## config.mk

```make
export PLATFORM = sky130hd
export DESIGN_NAME = quad_motor_mix_esc_pulse_generator_unit_flat
export DESIGN_NICKNAME = d
export VERILOG_FILES = /design/src/hw/rtl/qmm_pkg.sv /design/src/hw/rtl/qmm_if.sv /design/src/hw/rtl/quad_motor_mix_esc_pulse_generator_unit.sv /design/src/hw/rtl/qmm_mixer.sv /design/src/hw/rtl/qmm_seq.sv /design/src/flat_wrapper.sv
export SDC_FILE = /design/constraint.sdc
export NUM_CORES = 1
export LEC_CHECK = 0
export CORE_MARGIN = 1
export CORE_UTILIZATION = 65
export DETAILED_ROUTE_END_ITERATION = 8
export DONT_BUFFER_PORTS = 1
export MAX_ROUTING_LAYER = met4
export PLACE_DENSITY = 0.81
export SYNTH_ARGS = -nofsm -noshare
export SYNTH_HDL_FRONTEND = slang
export SYNTH_SLANG_ARGS = --single-unit
```

## constraint.sdc

```tcl
create_clock -name clk -period 8.45 [get_ports clk]
set_input_delay 1.69 -clock clk [delete_from_list [all_inputs] [get_ports clk]]
set_output_delay 1.69 -clock clk [all_outputs]
set_load 0.005 [all_outputs]
```

## src/hw/rtl/qmm_pkg.sv

```systemverilog
// ----------------------------------------------------------------------------
// qmm_pkg: shared types and constants
// field widths, item kinds, register indexes and payload structs for the
// quad motor mixer and esc pulse generator
// ----------------------------------------------------------------------------
package qmm_pkg;

	localparam int KIND_W     = 3;
	localparam int THR_W      = 12;
	localparam int COR_W      = 11;
	localparam int WID_W      = 13;
	localparam int PHASE_W    = 16;
	localparam int ARM_W      = 24;
	localparam int LIM_W      = 11;
	localparam int NUM_MOTORS = 4;
	localparam int CFG_IDX_W  = 1;
	localparam int CFG_DATA_W = 24;

	// item kinds
	localparam logic [KIND_W-1:0] KIND_TICK   = 3'd0;
	localparam logic [KIND_W-1:0] KIND_MIX    = 3'd1;
	localparam logic [KIND_W-1:0] KIND_ARM    = 3'd2;
	localparam logic [KIND_W-1:0] KIND_STOP   = 3'd3;
	localparam logic [KIND_W-1:0] KIND_SILENT = 3'd4;

	// register indexes
	localparam logic [CFG_IDX_W-1:0] REG_ESC_LOW_LIMIT = 1'b0;
	localparam logic [CFG_IDX_W-1:0] REG_ARM_DURATION  = 1'b1;

	// reset values and fixed offsets
	localparam logic [LIM_W-1:0]   ESC_LOW_RESET    = 11'd1000;
	localparam logic [ARM_W-1:0]   ARM_DUR_RESET    = 24'd3000000;
	localparam logic [LIM_W-1:0]   LOW_PULSE_OFFSET = 11'd100;
	localparam logic [LIM_W-1:0]   SILENT_OFFSET    = 11'd50;
	localparam logic [PHASE_W-1:0] ARM_LOW_TICKS    = 16'd1000;
	localparam logic [ARM_W-1:0]   ARM_MAX          = '1;

	typedef logic [WID_W-1:0] width_t;
	typedef logic [NUM_MOTORS-1:0][WID_W-1:0] width_vec_t;
	typedef logic [NUM_MOTORS-1:0] pins_t;

	typedef struct packed {
		logic [KIND_W-1:0]       kind;
		logic [THR_W-1:0]        throttle;
		logic signed [COR_W-1:0] pitch;
		logic signed [COR_W-1:0] roll;
		logic signed [COR_W-1:0] yaw;
	} item_t;

	typedef struct packed {
		pins_t motor_pins;
		logic  busy_res;
		logic  armed;
		logic  rejected;
	} res_t;

endpackage

```

## src/hw/rtl/qmm_if.sv

```systemverilog
// ----------------------------------------------------------------------------
// qmm channel interfaces
// valid/ready channels for command items and result items
// ----------------------------------------------------------------------------
interface qmm_item_if;
	import qmm_pkg::*;

	logic                    valid;
	logic                    ready;
	logic [KIND_W-1:0]       kind;
	logic [THR_W-1:0]        throttle;
	logic signed [COR_W-1:0] pitch;
	logic signed [COR_W-1:0] roll;
	logic signed [COR_W-1:0] yaw;

	modport source (output valid, kind, throttle, pitch, roll, yaw, input ready);
	modport sink (input valid, kind, throttle, pitch, roll, yaw, output ready);
endinterface

interface qmm_res_if;
	import qmm_pkg::*;

	logic              valid;
	logic              ready;
	logic [NUM_MOTORS-1:0] motor_pins;
	logic              busy_res;
	logic              armed;
	logic              rejected;

	modport source (output valid, motor_pins, busy_res, armed, rejected, input ready);
	modport sink (input valid, motor_pins, busy_res, armed, rejected, output ready);
endinterface

```

## src/hw/rtl/quad_motor_mix_esc_pulse_generator_unit.sv

```systemverilog
// ----------------------------------------------------------------------------
// quad_motor_mix_esc_pulse_generator_unit: x mixer and esc pulse generator
// tick and command items in, one pin/status result out per item
// ----------------------------------------------------------------------------
//
//   channel   direction  handshake        payload
//   item      in         valid / ready    kind, throttle, pitch, roll, yaw
//   result    out        valid / ready    motor_pins, busy_res, armed, rejected
//   wr_*      in         wr_en only       wr_index, wr_data
//
// one item per cycle sustained while the result is not stalled; an item reaches the result
// through the input register, then the sequencer with its result register
// arst_n clears the mode, counters, pins, armed flag and both channel stages;
// the registers return to esc_low_limit 1000 and arm_duration 3000000
// a stalled result register holds the input stage, which then drops ready
// configuration, which the block does not guard, is for the user to write only while no item is in flight
// ----------------------------------------------------------------------------
module quad_motor_mix_esc_pulse_generator_unit (
	input  logic                            clk,
	input  logic                            arst_n,
	input  logic                            wr_en,
	input  logic [qmm_pkg::CFG_IDX_W-1:0]   wr_index,
	input  logic [qmm_pkg::CFG_DATA_W-1:0]  wr_data,
	qmm_item_if.sink                        item,
	qmm_res_if.source                       result
);
	import qmm_pkg::*;

	// configuration registers
	logic [LIM_W-1:0] esc_low_limit_q;
	logic [ARM_W-1:0] arm_duration_q;

	// input stage
	logic  item_vld_s1;
	item_t item_s1;

	// sequencer side
	logic       take;
	logic       res_vld_s2;
	res_t       res_s2;
	width_vec_t mix_width;

	always_ff @(posedge clk or negedge arst_n) begin
		if (!arst_n) begin
			esc_low_limit_q <= ESC_LOW_RESET;
			arm_duration_q  <= ARM_DUR_RESET;
		end else if (wr_en) begin
			unique case (wr_index)
				REG_ESC_LOW_LIMIT: esc_low_limit_q <= wr_data[LIM_W-1:0];
				REG_ARM_DURATION: arm_duration_q <= wr_data[ARM_W-1:0];
			endcase
		end
	end

	// input register: free, or emptied by the sequencer in this cycle
	assign item.ready = !item_vld_s1 || take;

	always_ff @(posedge clk or negedge arst_n) begin
		if (!arst_n) begin
			item_vld_s1 <= 1'b0;
		end else if (item.ready) begin
			item_vld_s1 <= item.valid;
		end
	end

	// payload needs no reset
	always_ff @(posedge clk) begin
		if (item.valid && item.ready) begin
			item_s1 <= '{kind: item.kind, throttle: item.throttle, pitch: item.pitch,
				roll: item.roll, yaw: item.yaw};
		end
	end

	// motor widths for mix and unarmed silent commands
	qmm_mixer u_mixer (
		.cmd           (item_s1),
		.esc_low_limit (esc_low_limit_q),
		.mix_width     (mix_width)
	);

	// mode, counters, pins and the result register
	qmm_seq u_seq (
		.clk           (clk),
		.arst_n        (arst_n),
		.item_vld_s1   (item_vld_s1),
		.item_s1       (item_s1),
		.mix_width     (mix_width),
		.esc_low_limit (esc_low_limit_q),
		.arm_duration  (arm_duration_q),
		.res_ready     (result.ready),
		.take          (take),
		.res_vld_s2    (res_vld_s2),
		.res_s2        (res_s2)
	);

	assign result.valid      = res_vld_s2;
	assign result.motor_pins = res_s2.motor_pins;
	assign result.busy_res   = res_s2.busy_res;
	assign result.armed      = res_s2.armed;
	assign result.rejected   = res_s2.rejected;

`ifndef SYNTHESIS
	// a rejected command leaves a sequence running
	a_reject_busy: assert property (@(posedge clk) disable iff (!arst_n)
		res_vld_s2 && res_s2.rejected |-> res_s2.busy_res)
		else $error("rejected result without busy");

	// a raised pin always belongs to a running sequence
	a_pins_busy: assert property (@(posedge clk) disable iff (!arst_n)
		res_vld_s2 && (res_s2.motor_pins != '0) |-> res_s2.busy_res)
		else $error("pin high while idle");

	// an item held back by the result stage stays in the input register
	a_s1_hold: assert property (@(posedge clk) disable iff (!arst_n)
		item_vld_s1 && !take |=> item_vld_s1 && $stable(item_s1))
		else $error("input stage lost a held item");
`endif

endmodule

```

## src/hw/rtl/qmm_mixer.sv

```systemverilog
// ----------------------------------------------------------------------------
// qmm_mixer: x-frame motor mixer
// per-motor widths from throttle, pitch, roll and yaw, negative clamped to zero
// ----------------------------------------------------------------------------
module qmm_mixer (
	input  qmm_pkg::item_t             cmd,
	input  logic [qmm_pkg::LIM_W-1:0]  esc_low_limit,
	output qmm_pkg::width_vec_t        mix_width
);
	import qmm_pkg::*;

	// wide enough for throttle plus three full-scale corrections
	localparam int SUM_W = WID_W + 1;

	logic [SUM_W-1:0] t, p, r, y;
	logic [SUM_W-1:0] sum [NUM_MOTORS];

	always_comb begin
		if (cmd.kind == KIND_SILENT) begin
			t = SUM_W'(esc_low_limit) + SUM_W'(SILENT_OFFSET);
			p = '0;
			r = '0;
			y = '0;
		end else begin
			t = SUM_W'(cmd.throttle);
			p = SUM_W'(cmd.pitch);
			r = SUM_W'(cmd.roll);
			y = SUM_W'(cmd.yaw);
		end
		// back left, front left, back right, front right
		sum[0] = t - p - r - y;
		sum[1] = t + p - r + y;
		sum[2] = t - p + r + y;
		sum[3] = t + p + r - y;
		for (int i = 0; i < NUM_MOTORS; i++) begin
			mix_width[i] = sum[i][SUM_W-1] ? '0 : sum[i][WID_W-1:0];
		end
	end

endmodule

```

## src/hw/rtl/qmm_seq.sv

```systemverilog
// ----------------------------------------------------------------------------
// qmm_seq: pulse sequencer and result register
// applies one item per cycle, while the result register is not stalled, to the mode, counters and pin state
// ----------------------------------------------------------------------------
module qmm_seq (
	input  logic                       clk,
	input  logic                       arst_n,
	input  logic                       item_vld_s1,
	input  qmm_pkg::item_t             item_s1,
	input  qmm_pkg::width_vec_t        mix_width,
	input  logic [qmm_pkg::LIM_W-1:0]  esc_low_limit,
	input  logic [qmm_pkg::ARM_W-1:0]  arm_duration,
	input  logic                       res_ready,
	output logic                       take,
	output logic                       res_vld_s2,
	output qmm_pkg::res_t              res_s2
);
	import qmm_pkg::*;

	typedef enum logic [2:0] {
		MODE_IDLE,
		MODE_MIX,
		MODE_GAP,
		MODE_STOP,
		MODE_ARM_HIGH,
		MODE_ARM_LOW
	} mode_t;

	mode_t              mode_q, mode_d;
	logic [PHASE_W-1:0] phase_q, phase_d, phase_inc;
	logic [ARM_W-1:0]   arm_el_q, arm_el_d, arm_el_inc;
	width_vec_t         width_q, width_d;
	pins_t              pins_q, pins_d;
	logic               armed_q, armed_d;
	logic               rejected;
	logic               is_cmd;
	width_t             low_pulse;
	pins_t              drop, raise, mix_raise, lp_raise;

	assign take = item_vld_s1 && (!res_vld_s2 || res_ready);

	always_comb begin
		mode_d   = mode_q;
		phase_d  = phase_q;
		arm_el_d = arm_el_q;
		width_d  = width_q;
		pins_d   = pins_q;
		armed_d  = armed_q;
		rejected = 1'b0;

		low_pulse  = (esc_low_limit >= LOW_PULSE_OFFSET) ?
			WID_W'(esc_low_limit - LOW_PULSE_OFFSET) : '0;
		lp_raise   = (low_pulse != '0) ? '1 : '0;
		phase_inc  = phase_q + PHASE_W'(1);
		arm_el_inc = (arm_el_q != ARM_MAX) ? arm_el_q + ARM_W'(1) : arm_el_q;
		for (int i = 0; i < NUM_MOTORS; i++) begin
			drop[i]      = phase_inc >= PHASE_W'(width_q[i]);
			raise[i]     = width_q[i] != '0;
			mix_raise[i] = mix_width[i] != '0;
		end

		is_cmd = (item_s1.kind == KIND_MIX) || (item_s1.kind == KIND_ARM) ||
			(item_s1.kind == KIND_STOP) || (item_s1.kind == KIND_SILENT);

		if (item_s1.kind == KIND_TICK) begin
			unique case (mode_q)
				MODE_IDLE: mode_d = MODE_IDLE;
				MODE_GAP: mode_d = MODE_IDLE;
				MODE_MIX, MODE_STOP: begin
					phase_d = phase_inc;
					pins_d  = pins_q & ~drop;
					if (pins_d == '0) begin
						mode_d = (mode_q == MODE_MIX) ? MODE_GAP : MODE_IDLE;
					end
				end
				MODE_ARM_HIGH: begin
					arm_el_d = arm_el_inc;
					pins_d   = pins_q & ~drop;
					if (pins_d == '0) begin
						mode_d  = MODE_ARM_LOW;
						phase_d = '0;
					end else begin
						phase_d = phase_inc;
					end
				end
				MODE_ARM_LOW: begin
					arm_el_d = arm_el_inc;
					phase_d  = phase_inc;
					if (phase_inc >= ARM_LOW_TICKS) begin
						if (arm_el_inc <= arm_duration) begin
							// next arming cycle on the latched widths
							pins_d  = raise;
							phase_d = '0;
							mode_d  = (raise != '0) ? MODE_ARM_HIGH : MODE_ARM_LOW;
						end else begin
							armed_d = 1'b1;
							mode_d  = MODE_IDLE;
						end
					end
				end
				default: mode_d = MODE_IDLE;
			endcase
		end else if (is_cmd) begin
			if (mode_q != MODE_IDLE) begin
				rejected = 1'b1;
			end else begin
				unique case (item_s1.kind)
					KIND_ARM: begin
						arm_el_d = '0;
						width_d  = {NUM_MOTORS{low_pulse}};
						pins_d   = lp_raise;
						phase_d  = '0;
						mode_d   = (lp_raise != '0) ? MODE_ARM_HIGH : MODE_ARM_LOW;
					end
					KIND_STOP: begin
						width_d = {NUM_MOTORS{low_pulse}};
						pins_d  = lp_raise;
						phase_d = '0;
						mode_d  = (lp_raise != '0) ? MODE_STOP : MODE_IDLE;
					end
					KIND_SILENT: begin
						// armed: stop pulse, else mix at the silent throttle
						if (armed_q) begin
							width_d = {NUM_MOTORS{low_pulse}};
							pins_d  = lp_raise;
							phase_d = '0;
							mode_d  = (lp_raise != '0) ? MODE_STOP : MODE_IDLE;
						end else begin
							width_d = mix_width;
							pins_d  = mix_raise;
							phase_d = '0;
							mode_d  = (mix_raise != '0) ? MODE_MIX : MODE_GAP;
						end
					end
					default: begin
						width_d = mix_width;
						pins_d  = mix_raise;
						phase_d = '0;
						mode_d  = (mix_raise != '0) ? MODE_MIX : MODE_GAP;
					end
				endcase
			end
		end
	end

	always_ff @(posedge clk or negedge arst_n) begin
		if (!arst_n) begin
			mode_q     <= MODE_IDLE;
			phase_q    <= '0;
			arm_el_q   <= '0;
			width_q    <= '0;
			pins_q     <= '0;
			armed_q    <= 1'b0;
			res_vld_s2 <= 1'b0;
			res_s2     <= '0;
		end else if (take) begin
			mode_q     <= mode_d;
			phase_q    <= phase_d;
			arm_el_q   <= arm_el_d;
			width_q    <= width_d;
			pins_q     <= pins_d;
			armed_q    <= armed_d;
			res_vld_s2 <= 1'b1;
			res_s2     <= '{motor_pins: pins_d, busy_res: (mode_d != MODE_IDLE),
				armed: armed_d, rejected: rejected};
		end else if (res_ready) begin
			res_vld_s2 <= 1'b0;
		end
	end

endmodule
```

## src/flat_wrapper.sv

```systemverilog
// flat-port wrapper written by rule: the top's interface ports become plain ports
module quad_motor_mix_esc_pulse_generator_unit_flat import qmm_pkg::*;
  (clk, arst_n, wr_en, wr_index, wr_data, item_valid, item_kind, item_throttle, item_pitch, item_roll, item_yaw, item_ready, result_valid, result_motor_pins, result_busy_res, result_armed, result_rejected, result_ready);
  qmm_item_if item_i ();
  qmm_res_if result_i ();
  input  logic clk;
  input  logic arst_n;
  input  logic wr_en;
  input  logic [qmm_pkg::CFG_IDX_W-1:0] wr_index;
  input  logic [qmm_pkg::CFG_DATA_W-1:0] wr_data;
  input wire logic [$bits(item_i.valid)-1:0] item_valid;
  input wire logic [$bits(item_i.kind)-1:0] item_kind;
  input wire logic [$bits(item_i.throttle)-1:0] item_throttle;
  input wire logic [$bits(item_i.pitch)-1:0] item_pitch;
  input wire logic [$bits(item_i.roll)-1:0] item_roll;
  input wire logic [$bits(item_i.yaw)-1:0] item_yaw;
  output wire logic [$bits(item_i.ready)-1:0] item_ready;
  output wire logic [$bits(result_i.valid)-1:0] result_valid;
  output wire logic [$bits(result_i.motor_pins)-1:0] result_motor_pins;
  output wire logic [$bits(result_i.busy_res)-1:0] result_busy_res;
  output wire logic [$bits(result_i.armed)-1:0] result_armed;
  output wire logic [$bits(result_i.rejected)-1:0] result_rejected;
  input wire logic [$bits(result_i.ready)-1:0] result_ready;
  assign item_i.valid = item_valid;
  assign item_i.kind = item_kind;
  assign item_i.throttle = item_throttle;
  assign item_i.pitch = item_pitch;
  assign item_i.roll = item_roll;
  assign item_i.yaw = item_yaw;
  assign item_ready = item_i.ready;
  assign result_valid = result_i.valid;
  assign result_motor_pins = result_i.motor_pins;
  assign result_busy_res = result_i.busy_res;
  assign result_armed = result_i.armed;
  assign result_rejected = result_i.rejected;
  assign result_i.ready = result_ready;
  quad_motor_mix_esc_pulse_generator_unit u_core (.clk(clk), .arst_n(arst_n), .wr_en(wr_en), .wr_index(wr_index), .wr_data(wr_data), .item(item_i), .result(result_i));
endmodule
```

==> impl_metrics.toml <==
[global_route]
grt_use_total_pct = 35.4
grt_first_pass_wirelength_um = 68500
grt_overflow = 0
grt_max_degree = 140
grt_antenna_before_repair = 1
grt_pass1_vias = 13000

[sta]
relSlewSlack_pct = 24.2
fmax_ghz = 0.130
fin_ws_ps = 769
slew_viol_final = 0
worstMarginPinSlew_ps = 1140
finalSetupViolations = 0
fin_crit_sh_pct = 90.9
tns_ps = 0
min_period_ps = 7680
clock_skew_ps = 13.8
finalHoldViolations = 0
fin_hold_ws_ps = 510
rsz0062_at_grt = "false"

[worst_setup_path]
cp_cell_sequence = "nor2_1 -> nand2_2 -> buf_4 -> mux2_2 -> ha_1 -> nor2b_1 -> o21ai_0 -> a21boi_0 -> o21ai_0 -> a21boi_0 -> o21ai_0 -> a21boi_0 -> nor2_1 -> fa_1 -> ha_1 -> a21oi_1 -> o21ai_0 -> a2111oi_0 -> o21ai_0 -> xor3_1 -> a31oi_1 -> nor4b_4 -> o221ai_2 -> o32a_1"
ff2ff_setup_slack_ps = 770
path_buf_inv = 1
r2r-start = "u_core.item_s1[45]"
path_class = "flop to flop"
rr_endpoint = "u_core.u_seq.res_s2[2]"
cp_common_cell = "o21ai_0"
cpMaxStageDelayCell = "xor3_1"
endpoint_kind = "flop"
cp_top_family = "compound AO/OA/AOI/OAI gates"
worstPathRequired_ps = 8770
cpPeakStageDelay_ps = 650
reg2regPathDepth = 24
worst_setup_path_start_kind = "flop"
crit_fanout = 30
worstPathArrival_ps = 8010

[logic_synthesis]
yosysSeqAreaShare_pct = 30.8
synth_compound_area_share_pct = 18.1
synth-xor-area-share_pct = 6.22
synth_fa_ha_area_share_pct = 19.7
synth_cell_type_count = 78
synthFlopType = "dfrtp_1"
synthSimpleGateAreaFrac_pct = 16.8
yosysWarningCount = 0
postSynth.asyncResetShare_pct = 74.3
avgSynthCellArea_um2 = 8.92
syn_area_um2 = 16000
synth_top_family_by_area = "adder cells"
synthMuxAreaShare_pct = 3.04
ys_ff_latch = 187
syn-instance-count = 1798
syn_nets = 2095
synth_edf_count = 48

[detailed_routing]
vias_per_cell = 6.32
routedWlPerCell_um = 20.2
wl_um = 42400
drc = 0
via_count = 13200
antenna_left = 0
drtIter0Drc = 1392
drtPass1Iterations = 6

[placement]
pre_cts_slack_ps = 934
portBuffers = 0
place.gp.congestion = 1.01
hpwl_um = 33300
place_area_um2 = 16300

[cts]
clk-insertion-delay-late_ps = 450
clk_pin_slew_ps = 80
cts_tree = "built"
cts_made_buffers = 17
cts_root_buf = "clkbuf_16"
cts_sinks = 187
post_cts_buffers = 0
htreeDepth = 4
clock_path_buffers = 2

[layout]
nFillCells = 1930
drive_above_1_share_pct = 6.38
final_cell_mix = "nand2_1 (169), ha_1 (164), inv_1 (163)"
layout.nets = 2055
layout_commonest_cell = "nand2_1"
finalInstanceArea_um2 = 16900
areaGrowthSynthToFinish_pct = 5.10

[die]
start_util_pct = 66.2
rows = 57
dieWidth_um = 159
core-area_um2 = 24200
die_area_um2 = 25300
die_h_um = 159
pin_count = 87

[power]
switchingPower_mw = 2.39
pwr-share-clk_pct = 16.5
pwr-share-comb_pct = 58.0
seq_power_share_pct = 25.6
p_total_mw = 5.04
swShare_pct = 47.5
p_per_area_nw_per_um2 = 299
ir_drop_mv = 0.208
p_leak_nw = 7.74
p_int_mw = 2.65

[worst_hold_path]
holdPathEnd = "u_core.arm_duration_q[5]"
hold_class = "flop to flop"
worstHoldPathCells = 1
hp-start = "u_core.arm_duration_q[5]"

[outcome]
outcome = "completed"

[run]
cap_violations = 0
[registers in the layout (all words and copies together) (netlist names)]
name and flops:
u_core.arm_duration_q 24, u_core.esc_low_limit_q 11, u_core.item_s1 48, u_core.item_vld_s1 1, u_core.u_seq.arm_el_q 24, u_core.u_seq.armed_q 1, u_core.u_seq.mode_q 3, u_core.u_seq.phase_q 16
u_core.u_seq.pins_q 4, u_core.u_seq.res_s2 2, u_core.u_seq.res_vld_s2 1, u_core.u_seq.width_q 52
[area by class of cell]
class,count,area [um2],area share (%)
Inverter,163,612,3.63
Antenna cell,2,5.00,0.0297
Tap cell,324,405,2.40
Clock buffer,18,439,2.60
Clock inverter,14,165,0.980
Multi-Input combinational cell,1383,10200,60.8
Timing Repair Buffer,6,45.0,0.267
Sequential cell,187,4940,29.3
[layer usage]
metal / global-route usage [%] / part of all wire (%)
met5: - / 0
met4: 14.0 / 3.8
met3: 5.08 / 6.1
met2: 57.1 / 48
met1: 45.1 / 43
[power groups by stage]
stage / clock network, mW / registers, mW / logic, mW
3_3_place_gp: 0 / 1.29 / 2.76
5_1_grt: 0.868 / 1.31 / 3.20
2_1_floorplan: 0 / 1.22 / 2.13
6_report: 0.830 / 1.29 / 2.92
4_1_cts: 0.837 / 1.28 / 2.85
3_5_place_dp: 0 / 1.30 / 2.82
[worst reg2reg max path: stages (launching register included)]
cell and delay [ps]:
edfxtp_1 560, nor2_1 160, nand2_2 440, buf_4 390, mux2_2 400, ha_1 420, nor2b_1 170, o21ai_0 210
a21boi_0 150, o21ai_0 210, a21boi_0 150, o21ai_0 220, a21boi_0 140, nor2_1 240, fa_1 490, ha_1 390
a21oi_1 150, o21ai_0 120, a2111oi_0 560, o21ai_0 240, xor3_1 660, a31oi_1 190, nor4b_4 390, o221ai_2 170
o32a_1 360
[stage by stage]
| step | utilization (%) | instances |
|---|---|---|
| final | 69.5 | 2097 |
| after global placement | 67.0 | 2063 |
| after CTS | 69.5 | 2095 |
| after floorplan | - | 1798 |
| after global routing | 69.5 | 2096 |
| after detailed placement | 67.0 | 2063 |
[synth_stat cells, types with 5 or more instances]
cell type / n / area, um2
and3_1: 12 / 75.1
nor2b_1: 18 / 113
nand2b_1: 28 / 175
buf_2: 5 / 25.0
a211oi_1: 12 / 90.1
a22oi_1: 24 / 180
a31oi_1: 36 / 225
dfstp_2: 16 / 420
or3_1: 11 / 68.8
nand3_1: 58 / 290
a21oi_1: 135 / 676
edfxtp_1: 48 / 1440
nand3b_1: 5 / 37.5
a21o_1: 20 / 150
o21bai_1: 9 / 67.6
buf_1: 6 / 22.5
xnor2_1: 57 / 499
clkbuf_1: 54 / 203
nand4_1: 20 / 125
nor3_1: 30 / 150
inv_1: 163 / 612
xor2_1: 46 / 403
o21ai_0: 101 / 505
dfrtp_1: 123 / 3080
or2_2: 6 / 37.5
nor4_1: 17 / 106
a22o_1: 16 / 140
or4_1: 10 / 75.1
and4_1: 7 / 61.3
a21boi_0: 7 / 52.6
mux2_2: 38 / 428
o211ai_1: 13 / 97.6
mux2i_1: 6 / 60.1
and2_1: 8 / 50.1
a2111oi_0: 6 / 52.6
nor2_1: 139 / 522
fa_1: 55 / 1100
nand2_1: 170 / 638
ha_1: 164 / 2050
o31ai_1: 13 / 97.6
o21a_1: 14 / 105
[repair_timing]
| item | 4_1_cts | 5_1_grt |
|---|---|---|
| hold endpoints to repair | 0 | 0 |
| setup endpoints to repair | 0 | 1 |
| hold buffers | 0 | 0 |
| resized for setup | 0 | 1 |
[logic make-up after synthesis]
group	Yosys count
simple gates	556
compound gates	457
buf+inv	228
fa+ha+maj	219
flops	187
xor+xnor	107
mux	44
[how the worst max path moves through the flow]
stage          depth (start not counted)                from                     end
3_3_place_gp                          23  u_core.item_s1[47]  u_core.u_seq.res_s2[2]
2_1_floorplan                         27  u_core.item_s1[46]  u_core.u_seq.res_s2[2]
3_5_place_dp                          24  u_core.item_s1[45]  u_core.u_seq.res_s2[2]
4_1_cts                               24  u_core.item_s1[45]  u_core.u_seq.res_s2[2]
5_1_grt                               24  u_core.item_s1[45]  u_core.u_seq.res_s2[2]
6_report                              24  u_core.item_s1[45]  u_core.u_seq.res_s2[2]
No activity file was read; power rests on OpenSTA's default activity.
